[config.mk]
export PLATFORM = sky130hd
export DESIGN_NAME = video_bank_assignment
export DESIGN_NICKNAME = d
export VERILOG_FILES = /design/src/rtl/vba_pkg.sv /design/src/rtl/video_bank_assignment.sv
export SDC_FILE = /design/constraint.sdc
export NUM_CORES = 1
export LEC_CHECK = 0
export BUFFER_PORTS_ARGS = -buffer_cell sky130_fd_sc_hd__buf_2
export CAP_MARGIN = 10
export CORE_MARGIN = 2
export CORE_UTILIZATION = 45
export DETAILED_ROUTE_END_ITERATION = 6
export PLACE_DENSITY = 0.71
export SLEW_MARGIN = 20
export SYNTH_ARGS = -nofsm -noshare
export SYNTH_HDL_FRONTEND = slang
export SYNTH_SLANG_ARGS = --single-unit
[constraint.sdc]
create_clock -name clock -period 7 [get_ports clock]
set_input_delay 0 -clock clock [delete_from_list [all_inputs] [get_ports clock]]
set_output_delay 0 -clock clock [all_outputs]
set_load 0.005 [all_outputs]
[src/rtl/vba_pkg.sv]
package vba_pkg;

   localparam int unsigned NUM_BANKS  = 9;
   localparam int unsigned NUM_USES   = 8;
   localparam int unsigned TBL_DEPTH  = 4;

   typedef logic [NUM_BANKS-1:0] bank_mask_type;

   typedef enum logic [3:0] {
      OP_SET_BG           = 4'd0,
      OP_SET_OBJ          = 4'd1,
      OP_SET_BGEXT        = 4'd2,
      OP_SET_OBJEXT       = 4'd3,
      OP_SET_SUBBG        = 4'd4,
      OP_SET_SUBOBJ       = 4'd5,
      OP_SET_SUBBGEXT     = 4'd6,
      OP_SET_SUBOBJEXT    = 4'd7,
      OP_POOL_ADD         = 4'd8,
      OP_RESET_BGEXT      = 4'd9,
      OP_RESET_OBJEXT     = 4'd10,
      OP_RESET_SUBBGEXT   = 4'd11,
      OP_RESET_SUBOBJEXT  = 4'd12,
      OP_DISABLE_POOL     = 4'd13
   } op_type;

   localparam logic [3:0] TGT_BANK_A      = 4'd0;
   localparam logic [3:0] TGT_BANK_B      = 4'd1;
   localparam logic [3:0] TGT_BANK_C      = 4'd2;
   localparam logic [3:0] TGT_BANK_D      = 4'd3;
   localparam logic [3:0] TGT_BANK_E      = 4'd4;
   localparam logic [3:0] TGT_BANK_F      = 4'd5;
   localparam logic [3:0] TGT_BANK_G      = 4'd6;
   localparam logic [3:0] TGT_BANK_H      = 4'd7;
   localparam logic [3:0] TGT_BANK_I      = 4'd8;
   localparam logic [3:0] TGT_DISP_BGEXT  = 4'd9;
   localparam logic [3:0] TGT_DISP_OBJEXT = 4'd10;
   localparam logic [3:0] TGT_DISP_SBGEXT = 4'd11;
   localparam logic [3:0] TGT_DISP_SOBJEXT = 4'd12;
   localparam logic [3:0] TGT_DONE        = 4'd13;

   localparam logic [7:0] VAL_POOL    = 8'h80;
   localparam logic [7:0] VAL_DISABLE = 8'h00;

   typedef enum logic [1:0] {
      ST_IDLE,
      ST_TABLE,
      ST_SWEEP,
      ST_DONE
   } state_type;

   typedef struct packed {
      logic [3:0]    op;
      bank_mask_type bank_mask;
   } req_type;

   typedef struct packed {
      logic [3:0]    write_target;
      logic [7:0]    write_value;
      bank_mask_type returned_mask;
      logic          last;
   } rsp_type;

   typedef struct packed {
      logic       valid;
      logic [3:0] target;
      logic [7:0] value;
   } tbl_entry_type;

   function automatic tbl_entry_type mk(input logic [3:0] target, input logic [7:0] value);
      tbl_entry_type e;
      e.valid  = 1'b1;
      e.target = target;
      e.value  = value;
      return e;
   endfunction

   // control writes of one set or reset op, in order, empty slots invalid
   function automatic tbl_entry_type tbl_lookup(input logic [3:0] op, input bank_mask_type m,
                                                input logic [1:0] idx);
      tbl_entry_type l [TBL_DEPTH];
      for (int i = 0; i < TBL_DEPTH; i++) begin
         l[i] = '0;
      end
      case (op)
         OP_SET_BG: begin
            case (m)
               9'h008: l[0] = mk(TGT_BANK_D, 8'h81);
               9'h00c: begin
                  l[0] = mk(TGT_BANK_D, 8'h89); l[1] = mk(TGT_BANK_C, 8'h81);
               end
               9'h004: l[0] = mk(TGT_BANK_C, 8'h81);
               9'h00e: begin
                  l[0] = mk(TGT_BANK_D, 8'h91); l[1] = mk(TGT_BANK_C, 8'h89);
                  l[2] = mk(TGT_BANK_B, 8'h81);
               end
               9'h006: begin
                  l[0] = mk(TGT_BANK_C, 8'h89); l[1] = mk(TGT_BANK_B, 8'h81);
               end
               9'h002: l[0] = mk(TGT_BANK_B, 8'h81);
               9'h00f: begin
                  l[0] = mk(TGT_BANK_D, 8'h99); l[1] = mk(TGT_BANK_C, 8'h91);
                  l[2] = mk(TGT_BANK_B, 8'h89); l[3] = mk(TGT_BANK_A, 8'h81);
               end
               9'h007: begin
                  l[0] = mk(TGT_BANK_C, 8'h91); l[1] = mk(TGT_BANK_B, 8'h89);
                  l[2] = mk(TGT_BANK_A, 8'h81);
               end
               9'h003: begin
                  l[0] = mk(TGT_BANK_B, 8'h89); l[1] = mk(TGT_BANK_A, 8'h81);
               end
               9'h001: l[0] = mk(TGT_BANK_A, 8'h81);
               9'h00b: begin
                  l[0] = mk(TGT_BANK_A, 8'h81); l[1] = mk(TGT_BANK_B, 8'h89);
                  l[2] = mk(TGT_BANK_D, 8'h91);
               end
               9'h00d: begin
                  l[0] = mk(TGT_BANK_D, 8'h91); l[1] = mk(TGT_BANK_A, 8'h81);
                  l[2] = mk(TGT_BANK_C, 8'h89);
               end
               9'h005: begin
                  l[0] = mk(TGT_BANK_A, 8'h81); l[1] = mk(TGT_BANK_C, 8'h89);
               end
               9'h009: begin
                  l[0] = mk(TGT_BANK_A, 8'h81); l[1] = mk(TGT_BANK_D, 8'h89);
               end
               9'h00a: begin
                  l[0] = mk(TGT_BANK_B, 8'h81); l[1] = mk(TGT_BANK_D, 8'h89);
               end
               9'h070: begin
                  l[0] = mk(TGT_BANK_G, 8'h99); l[1] = mk(TGT_BANK_F, 8'h91);
                  l[2] = mk(TGT_BANK_E, 8'h81);
               end
               9'h030: begin
                  l[0] = mk(TGT_BANK_F, 8'h91); l[1] = mk(TGT_BANK_E, 8'h81);
               end
               9'h010: l[0] = mk(TGT_BANK_E, 8'h81);
               9'h050: begin
                  l[0] = mk(TGT_BANK_G, 8'h91); l[1] = mk(TGT_BANK_E, 8'h81);
               end
               9'h060: begin
                  l[0] = mk(TGT_BANK_G, 8'h89); l[1] = mk(TGT_BANK_F, 8'h81);
               end
               9'h020: l[0] = mk(TGT_BANK_F, 8'h81);
               9'h040: l[0] = mk(TGT_BANK_G, 8'h81);
               default: ;
            endcase
         end
         OP_SET_OBJ: begin
            case (m)
               9'h003: begin
                  l[0] = mk(TGT_BANK_B, 8'h8a); l[1] = mk(TGT_BANK_A, 8'h82);
               end
               9'h001: l[0] = mk(TGT_BANK_A, 8'h82);
               9'h002: l[0] = mk(TGT_BANK_B, 8'h82);
               9'h070: begin
                  l[0] = mk(TGT_BANK_G, 8'h9a); l[1] = mk(TGT_BANK_F, 8'h92);
                  l[2] = mk(TGT_BANK_E, 8'h82);
               end
               9'h030: begin
                  l[0] = mk(TGT_BANK_F, 8'h92); l[1] = mk(TGT_BANK_E, 8'h82);
               end
               9'h010: l[0] = mk(TGT_BANK_E, 8'h82);
               9'h050: begin
                  l[0] = mk(TGT_BANK_G, 8'h92); l[1] = mk(TGT_BANK_E, 8'h82);
               end
               9'h060: begin
                  l[0] = mk(TGT_BANK_G, 8'h8a); l[1] = mk(TGT_BANK_F, 8'h82);
               end
               9'h020: l[0] = mk(TGT_BANK_F, 8'h82);
               9'h040: l[0] = mk(TGT_BANK_G, 8'h82);
               default: ;
            endcase
         end
         OP_SET_BGEXT: begin
            case (m)
               9'h010: begin
                  l[0] = mk(TGT_DISP_BGEXT, 8'h01); l[1] = mk(TGT_BANK_E, 8'h84);
               end
               9'h040: begin
                  l[0] = mk(TGT_DISP_BGEXT, 8'h01); l[1] = mk(TGT_BANK_G, 8'h8c);
               end
               9'h060: begin
                  l[0] = mk(TGT_BANK_G, 8'h8c); l[1] = mk(TGT_BANK_F, 8'h84);
                  l[2] = mk(TGT_DISP_BGEXT, 8'h01);
               end
               9'h020: begin
                  l[0] = mk(TGT_BANK_F, 8'h84); l[1] = mk(TGT_DISP_BGEXT, 8'h01);
               end
               9'h000: l[0] = mk(TGT_DISP_BGEXT, 8'h00);
               default: ;
            endcase
         end
         OP_SET_OBJEXT: begin
            case (m)
               9'h020: begin
                  l[0] = mk(TGT_DISP_OBJEXT, 8'h01); l[1] = mk(TGT_BANK_F, 8'h85);
               end
               9'h040: begin
                  l[0] = mk(TGT_DISP_OBJEXT, 8'h01); l[1] = mk(TGT_BANK_G, 8'h85);
               end
               9'h000: l[0] = mk(TGT_DISP_OBJEXT, 8'h00);
               default: ;
            endcase
         end
         OP_SET_SUBBG: begin
            case (m)
               9'h004: l[0] = mk(TGT_BANK_C, 8'h84);
               9'h180: begin
                  l[0] = mk(TGT_BANK_I, 8'h81); l[1] = mk(TGT_BANK_H, 8'h81);
               end
               9'h080: l[0] = mk(TGT_BANK_H, 8'h81);
               default: ;
            endcase
         end
         OP_SET_SUBOBJ: begin
            case (m)
               9'h008: l[0] = mk(TGT_BANK_D, 8'h84);
               9'h100: l[0] = mk(TGT_BANK_I, 8'h82);
               default: ;
            endcase
         end
         OP_SET_SUBBGEXT: begin
            case (m)
               9'h080: begin
                  l[0] = mk(TGT_DISP_SBGEXT, 8'h01); l[1] = mk(TGT_BANK_H, 8'h82);
               end
               9'h000: l[0] = mk(TGT_DISP_SBGEXT, 8'h00);
               default: ;
            endcase
         end
         OP_SET_SUBOBJEXT: begin
            case (m)
               9'h100: begin
                  l[0] = mk(TGT_DISP_SOBJEXT, 8'h01); l[1] = mk(TGT_BANK_I, 8'h83);
               end
               9'h000: l[0] = mk(TGT_DISP_SOBJEXT, 8'h00);
               default: ;
            endcase
         end
         OP_RESET_BGEXT:     l[0] = mk(TGT_DISP_BGEXT, 8'h00);
         OP_RESET_OBJEXT:    l[0] = mk(TGT_DISP_OBJEXT, 8'h00);
         OP_RESET_SUBBGEXT:  l[0] = mk(TGT_DISP_SBGEXT, 8'h00);
         OP_RESET_SUBOBJEXT: l[0] = mk(TGT_DISP_SOBJEXT, 8'h00);
         default: ;
      endcase
      return l[idx];
   endfunction

endpackage

[src/rtl/video_bank_assignment.sv]
// Each item issues its table writes, then its bank sweep writes, then a done item last.
// A new item is not taken until the done item of the last one has been issued.
// The bank sweep visits all nine banks one per cycle unless the result side stalls, after up to four table writes.
// Reset: pool and all use masks cleared, sequencer idle, no result pending.
module video_bank_assignment (
   input  logic             clock,
   input  logic             reset,
   input  logic             req_valid,
   output logic             req_stall,
   input  vba_pkg::req_type req_item,
   output logic             rsp_valid,
   input  logic             rsp_stall,
   output vba_pkg::rsp_type rsp_item
);
   import vba_pkg::*;

   state_type     state_ff, state_in;
   logic [3:0]    op_ff;
   bank_mask_type mask_ff;
   bank_mask_type pool_ff;
   bank_mask_type use_ff [NUM_USES];
   bank_mask_type sweep_mask_ff;
   logic [7:0]    sweep_value_ff;
   bank_mask_type ret_ff;
   logic [1:0]    idx_ff;
   logic [3:0]    bank_ff;
   logic          rsp_valid_ff;
   rsp_type       rsp_ff;

   logic          req_accept;
   logic          out_free;
   tbl_entry_type entry;
   logic          emit_tbl, emit_bank, emit_done;
   logic          idx_inc, bank_inc;
   logic [2:0]    ext_use;
   logic [2:0]    set_use;

   assign req_accept = req_valid && !req_stall;
   assign out_free   = !rsp_valid_ff || !rsp_stall;
   assign entry      = tbl_lookup(op_ff, mask_ff, idx_ff);
   assign ext_use    = {req_item.op[1] ^ req_item.op[0] ^ 1'b1, 1'b1, ~req_item.op[0]};
   assign set_use    = req_item.op[2:0];

   assign req_stall = (state_ff != ST_IDLE);
   assign rsp_valid = rsp_valid_ff;
   assign rsp_item  = rsp_ff;

   // next state
   always_comb begin
      state_in = state_ff;
      unique case (state_ff)
         ST_IDLE: begin
            if (req_accept) state_in = ST_TABLE;
         end
         ST_TABLE: begin
            if (!entry.valid) state_in = ST_SWEEP;
            else if (out_free && idx_ff == 2'(TBL_DEPTH - 1)) state_in = ST_SWEEP;
         end
         ST_SWEEP: begin
            if ((!sweep_mask_ff[bank_ff] || out_free) && bank_ff == 4'(NUM_BANKS - 1)) begin
               state_in = ST_DONE;
            end
         end
         ST_DONE: begin
            if (out_free) state_in = ST_IDLE;
         end
         default: state_in = ST_IDLE;
      endcase
   end

   // sequencer strobes
   always_comb begin
      emit_tbl  = 1'b0;
      emit_bank = 1'b0;
      emit_done = 1'b0;
      idx_inc   = 1'b0;
      bank_inc  = 1'b0;
      unique case (state_ff)
         ST_IDLE: ;
         ST_TABLE: begin
            emit_tbl = entry.valid && out_free;
            idx_inc  = emit_tbl;
         end
         ST_SWEEP: begin
            emit_bank = sweep_mask_ff[bank_ff] && out_free;
            bank_inc  = !sweep_mask_ff[bank_ff] || out_free;
         end
         ST_DONE: emit_done = out_free;
         default: ;
      endcase
   end

   always_ff @(posedge clock) begin
      if (reset) begin
         state_ff     <= ST_IDLE;
         rsp_valid_ff <= 1'b0;
         pool_ff      <= '0;
         for (int i = 0; i < NUM_USES; i++) begin
            use_ff[i] <= '0;
         end
      end else begin
         state_ff <= state_in;
         if (emit_tbl || emit_bank || emit_done) begin
            rsp_valid_ff <= 1'b1;
         end else if (!rsp_stall) begin
            rsp_valid_ff <= 1'b0;
         end
         if (req_accept) begin
            priority if (req_item.op < OP_POOL_ADD) begin
               pool_ff         <= ~req_item.bank_mask & (pool_ff | use_ff[set_use]);
               use_ff[set_use] <= req_item.bank_mask;
            end else if (req_item.op == OP_POOL_ADD) begin
               pool_ff <= pool_ff | req_item.bank_mask;
            end else if (req_item.op <= OP_RESET_SUBOBJEXT) begin
               pool_ff         <= pool_ff | use_ff[ext_use];
               use_ff[ext_use] <= '0;
            end else if (req_item.op == OP_DISABLE_POOL) begin
               pool_ff <= '0;
            end else begin
               pool_ff <= pool_ff;
            end
         end
      end
   end

   always_ff @(posedge clock) begin
      if (req_accept) begin
         op_ff          <= req_item.op;
         mask_ff        <= req_item.bank_mask;
         idx_ff         <= '0;
         bank_ff        <= '0;
         sweep_value_ff <= VAL_POOL;
         ret_ff         <= '0;
         priority if (req_item.op < OP_POOL_ADD) begin
            sweep_mask_ff <= ~req_item.bank_mask & (pool_ff | use_ff[set_use]);
         end else if (req_item.op == OP_POOL_ADD) begin
            sweep_mask_ff <= req_item.bank_mask;
         end else if (req_item.op <= OP_RESET_SUBOBJEXT) begin
            sweep_mask_ff <= use_ff[ext_use];
            ret_ff        <= use_ff[ext_use];
         end else if (req_item.op == OP_DISABLE_POOL) begin
            sweep_mask_ff  <= pool_ff;
            sweep_value_ff <= VAL_DISABLE;
            ret_ff         <= pool_ff;
         end else begin
            sweep_mask_ff <= '0;
         end
      end else begin
         if (idx_inc) idx_ff <= idx_ff + 2'd1;
         if (bank_inc && bank_ff != 4'(NUM_BANKS - 1)) bank_ff <= bank_ff + 4'd1;
      end
      if (emit_tbl) begin
         rsp_ff.write_target  <= entry.target;
         rsp_ff.write_value   <= entry.value;
         rsp_ff.returned_mask <= '0;
         rsp_ff.last          <= 1'b0;
      end else if (emit_bank) begin
         rsp_ff.write_target  <= bank_ff;
         rsp_ff.write_value   <= sweep_value_ff;
         rsp_ff.returned_mask <= '0;
         rsp_ff.last          <= 1'b0;
      end else if (emit_done) begin
         rsp_ff.write_target  <= TGT_DONE;
         rsp_ff.write_value   <= '0;
         rsp_ff.returned_mask <= ret_ff;
         rsp_ff.last          <= 1'b1;
      end
   end

   a_last_is_done: assert property (@(posedge clock) disable iff (reset)
      rsp_valid_ff && rsp_ff.last |-> rsp_ff.write_target == TGT_DONE)
      else $error("last item without done target");

   a_ret_only_on_done: assert property (@(posedge clock) disable iff (reset)
      rsp_valid_ff && !rsp_ff.last |-> rsp_ff.returned_mask == '0)
      else $error("returned mask on a non-done item");

   a_accept_starts: assert property (@(posedge clock) disable iff (reset)
      req_accept |=> state_ff == ST_TABLE && idx_ff == '0 && bank_ff == '0)
      else $error("sequencer did not start on accept");

   a_bank_range: assert property (@(posedge clock) disable iff (reset)
      state_ff == ST_SWEEP |-> bank_ff <= 4'(NUM_BANKS - 1))
      else $error("bank counter out of range");

   a_done_leaves: assert property (@(posedge clock) disable iff (reset)
      state_ff == ST_DONE && out_free |=> state_ff == ST_IDLE && rsp_valid_ff && rsp_ff.last)
      else $error("done item not issued");

endmodule

# == After elaboration in Yosys (flattened, before gate mapping) ==
# Memories as Yosys holds them, arrays and structs flattened.
# Index checks and enable logic that the tools add are counted.
# word_totals
output_inout_bits,24
input_bits,17
elab_cells,186
ram_bits,72
mem_count,1
ff_bits,79
# mem_list
name,words,width,rd,rd_ports_with_merged_regs,write_ports,line,text
use_ff,8,9,2,0,8,video_bank_assignment.sv:21,bank_mask_type use_ff [NUM_USES];
# op_classes
bitwise_logic,9
n_reduce_logical,37
magnitude_cmp,4
addsub,2
muxes,70
n_eq_ne,49
# ops
op,count
one-hot mux 13 bit (10 select lines),2
one-hot mux 13 bit (17 select lines),1
one-hot mux 13 bit (12 select lines),1
one-hot mux 13 bit (4 select lines),3
one-hot mux 13 bit (2 select lines),5
2-to-1 mux 13 bit,9
one-hot mux 13 bit (7 select lines),1
2-to-1 mux 9 bit,10
one-hot mux 13 bit (3 select lines),2
one-hot mux 13 bit (6 select lines),1
"equality test 9 x 4 -> 1 bit, second input constant",8
2-to-1 mux 22 bit,3
"equality test 9 x 3 -> 1 bit, second input constant",4
"equality test 9 x 7 -> 1 bit, second input constant",4
"equality test 4 bit, second input constant",7
bitwise OR 9 bit,3
binary-select mux 13 bit (select 2 bit),1
OR reduction 2 bit,11
2-to-1 mux 1 bit,21
"equality test 9 x 2 -> 1 bit, second input constant",2
"equality test 9 x 6 -> 1 bit, second input constant",2
"equality test 9 bit, second input constant",2
OR reduction 9 bit,2
"equality test 4 x 3 -> 1 bit, second input constant",4
other kinds (40),62

# == Depth between registers and ports, before layout ==
# depth
depth_word,12
ltp_mapped,11
depth_no_buf,8

# == Worst setup path before layout ==
# OpenSTA, ideal clock, no wires.
# synth_timing
path_kind,reg-to-reg
start,register op_ff[3]
end,"register rsp_ff, in the netlist rsp_item[10] (enable)"
t_arrival_ns,2.550
setup_ns,0.383
path_slack_ns,4.067
path_buffers,0
stages_incl_launch_ff,8
required_ns,6.617
cell_sequence,edfxtp_1 -> or4b_1 -> nor4_1 -> a311o_1 -> nor4_4 -> a21oi_2 -> o21ai_4 -> a31oi_1
# synth_between
elab_chain_len,8
# synth_rtl
element,line,text
from (decl),video_bank_assignment.sv:18,logic [3:0] op_ff;
from (signal assigned),video_bank_assignment.sv:128,op_ff <= req_item.op;
"equality test 4 bit, or another cell as far along",vba_pkg.sv:84,case (op)
"one-hot mux 13 bit (12 select lines), or another cell as far along",vba_pkg.sv:84,
binary-select mux 13 bit (select 2 bit) (*),vba_pkg.sv:246,return l[idx];
2-to-1 mux 13 bit (not written as such) (*) (2 in series),vba_pkg.sv:246,
logical AND 1 bit (*),video_bank_assignment.sv:81,emit_tbl = entry.valid && out_free;
2-to-1 mux 1 bit (*),video_bank_assignment.sv:78,unique case (state_ff)
nonzero test 3 bit (no source line) (*),--,
to (decl),video_bank_assignment.sv:28,rsp_type rsp_ff;
# Mark *: on every way between the ends. The rest lies on a longest branch, timed or not. The select of a mux whose other input is x is not followed.
# A chain may end at the register's enable or synchronous reset.

# == Final worst setup path ==
# layout_timing
start,register op_ff[1]
end,"register rsp_ff, in the netlist rsp_item[14] (enable)"
# The elaborated chain is that of the path after synthesis.

==> impl_metrics.csv <==
group,metric,value,unit
clock_tree,path_clk_slew,0.06,ns
cells_and_area,stdcell_area,9280,sq um
cells_and_area,fin_cells,1078,
floorplanning,die_x,140,um
route,vias,6733,
sta,setup_ws,3.36,ns
clock_tree,cts_tree,"built",
outcome,outcome,"completed",
clock_tree,clkLatencyLatePin,0.42,ns
yosys,synth-edff-count,114,
power,irDropWorstVdd,0.176,mV
floorplanning,design.core.area,18100,sq um
clock_tree,cts_root_buffer,"clkbuf_16",
yosys,yosysWarnings,0,
cells_and_area,area_growth,10.8,%
sta,relSlewSlack,0.353,
yosys,synth_cells,813,
hold_path,worstHoldStart,"req_item[10]",
worst_setup_path,ff2ff_path_depth,7,
worst_setup_path,cp-end-kind,"register",
floorplanning,fp-row-count,49,
floorplanning,initial_utilization,0.463,
worst_setup_path,critPathMaxFanout,20,
clock_tree,cts_buffers,17,
worst_setup_path,r2r_setup_slack,3.36,ns
sta,slew_viol_final,0,
placement,post_dp_cell_area,8610,sq um
sta,setup_viol,0,
hold_path,min_path_type,"in2reg",
yosys,synth_cell_types,89,
placement,place.gp.congestion,0.957,
worst_setup_path,crit-reg2reg-capture,"rsp_item[14]",
hold_path,hold_end,"op_ff[1]",
power,power.density,295,nW/um^2
yosys,synth.avg_cell_area,10.3,sq um
route,vias_per_cell,6.25,
worst_setup_path,critPathLaunchType,"register",
power,leakage,3.37,nW
placement,io_buffer_count,38,
hold_path,whs_path_depth,1,
worst_setup_path,critical_path_arrival,3.68,ns
clock_tree,post_cts_buffers,0,
worst_setup_path,cp_num_buf_inv,0,
floorplanning,dieArea,19700,sq um
cells_and_area,drive_above_1_share,0.159,
sta,finalClockSkew,0.0101,ns
global_route,grt_pass1_wl,34900,um
route,ant_nets,0,
run,maxCapViolCount,0,
global_route,use_met1,0.305,
worst_setup_path,critPathSlowestCell,"edfxtp_1",
sta,min_period,3.64,ns
global_route,grt_util_all_layers,0.229,
global_route,grt_pass1_vias,6218,
placement,hpwl,15900,um
worst_setup_path,critical_path_class,"reg2reg",
clock_tree,ctsResizeCount,0,
cells_and_area,antenna_cells,0,
route,drt-pass1-iter-count,6,
worst_setup_path,r2r-start,"op_ff[1]",
floorplanning,die_y,140,um
global_route,grt_use_met3,0.0397,
sta,rsz0062_at_grt,"no",
placement,place_inst,1035,
sta,fin_crit_sh,0.520,
sta,final-hold-violation-count,0,
placement,place_ws,3.21,ns
route,routed_wl,22200,um
global_route,grt_start_max_net_pins,40,
yosys,syn-cell-area,8370,sq um
yosys,synth-seq-cells,142,
worst_setup_path,worstPathCellList,"nor4b_1, and4_1, o21bai_2, nor4_2, a21oi_2, o21ai_4, a31oi_1",
yosys,synth_ff_type,"edfxtp_1",
yosys,synthArstFlopShare,0,
sta,tns,0,ns
global_route,met2_usage,0.372,
cells_and_area,finalNetCount,863,
worst_setup_path,worstPathRequired,7.04,ns
yosys,yosysSeqAreaShare,0.476,
route,drc,0,
sta,tightestPinTransition,0.966,ns
worst_setup_path,cp_top_family,"compound AO/OA/AOI/OAI gates",
worst_setup_path,crit_path_max_incr_delay,0.82,ns
clock_tree,clkSinkCount,142,
floorplanning,io_pins,41,
global_route,grt_busiest_layer,"met2",
route,wl_per_cell,20.6,um
global_route,overflow,0,
clock_tree,cts_buffer_depth,2,
sta,max_freq,275,MHz
route,drt_first_iter_violations,867,
global_route,antenna_found_initial,0,
clock_tree,post_cts_hold_buffer_count,11,
clock_tree,htreeDepth,4,
## synth_stat cells (9+ instances only)
cell | n | share of area
ha_1 | 10 | 0.015
nand3_1 | 19 | 0.011
nor2_1 | 156 | 0.070
o21ai_0 | 29 | 0.017
mux2i_1 | 12 | 0.014
nand2b_1 | 15 | 0.011
clkbuf_1 | 21 | 0.0094
inv_1 | 15 | 0.0067
and2_1 | 10 | 0.0075
a21oi_1 | 44 | 0.026
nand3b_1 | 9 | 0.0081
nor3_1 | 19 | 0.011
a21oi_2 | 11 | 0.012
dfxtp_1 | 28 | 0.067
a211oi_1 | 12 | 0.011
mux4_2 | 28 | 0.075
edfxtp_1 | 114 | 0.41
nand2_1 | 78 | 0.035
buf_2 | 12 | 0.0072
## worst max path at each step
stage / startpoint / to / slack, ns / cells past startpoint
2_1_floorplan: op_ff[3] / rsp_item[10] / 4.07 / 7
3_3_place_gp: req_item[9] / use_ff[6][0] / 3.37 / 9
3_5_place_dp: req_item[9] / use_ff[6][3] / 3.21 / 9
4_1_cts: op_ff[1] / rsp_item[13] / 3.39 / 7
5_1_grt: op_ff[1] / rsp_item[19] / 3.11 / 7
6_report: op_ff[1] / rsp_item[14] / 3.36 / 7
## report_power, final
| part | internal (mW) | total [mW] | switching [mW] |
|---|---|---|---|
| logic | 0.262 | 0.649 | 0.387 |
| clock network | 0.477 | 0.858 | 0.381 |
| registers | 1.08 | 1.23 | 0.155 |
## per-stage QoR
step	utilization	hold slack (ns)	total power, mW
global route	0.513	0.110	2.87
CTS	0.513	0.0930	2.74
floorplan	-	0.0989	1.69
finish	0.513	0.113	2.74
detailed placement	0.476	0.305	1.88
global placement	0.476	0.312	1.87
## routing by layer
layer  share of wire  up-vias
met3           0.087       66
li1                -     3064
met2            0.47      411
met1            0.40     3192
met5               0        -
met4           0.037        0
## cells in the final DEF, fill, tap and decap left out, types with 4 or more instances in the layout
cell type        n
nor4_1           8
o21ai_0         29
nand2_1         78
nand3b_1         9
o22ai_1          4
and2_1          10
clkbuf_16       17
xnor2_1          5
a21oi_2         11
nand4_1          8
and4_1           8
a21oi_1         44
a211o_1          5
buf_2           38
and3_1           8
inv_6            6
nor3b_1          5
inv_1           15
mux2i_1         12
a22o_1           5
nor2b_1          6
dfxtp_1         28
a211oi_1        12
edfxtp_1       114
dlygate4sd3_1   11
xor2_1           8
nor2_1         156
ha_1            10
nand3_1         19
or3_1            6
nor3_1          19
nand2b_1        15
mux4_2          28
## sequential cells by signal, summed over array words and instances, names as in the netlist
signal	count
bank_ff	4
state_ff	2
idx_ff	2
sweep_value_ff	1
ret_ff	9
rsp_item	20
rsp_valid	1
mask_ff	9
op_ff	4
sweep_mask_ff	9
use_ff	72
pool_ff	9
## cell type report
type,instances,area (sq um)
repair buffers,51,315
multi-input cells,607,4070
clock inverters,14,121
flip-flops and latches,142,3980
clock buffers,18,439
inverters,17,63.8
well taps,229,287
fillers,1587,8810
## worst reg2reg max path, delay by kind of cell, from the launching register on
family | cells | cell delay [ns]
and+or+nand+nor | 3 | 1.03
DFF | 1 | 0.82
AOI/OAI and AO/OA | 4 | 1.41
## logic make-up after synthesis
logic type      synth area share
mux                       0.0924
buf+inv                   0.0386
xor+xnor                  0.0136
compound gates             0.135
simple gates               0.226
flops                      0.476
other cells             0.000448
fa+ha+maj                 0.0175
Power figures use the tool's default switching activity.
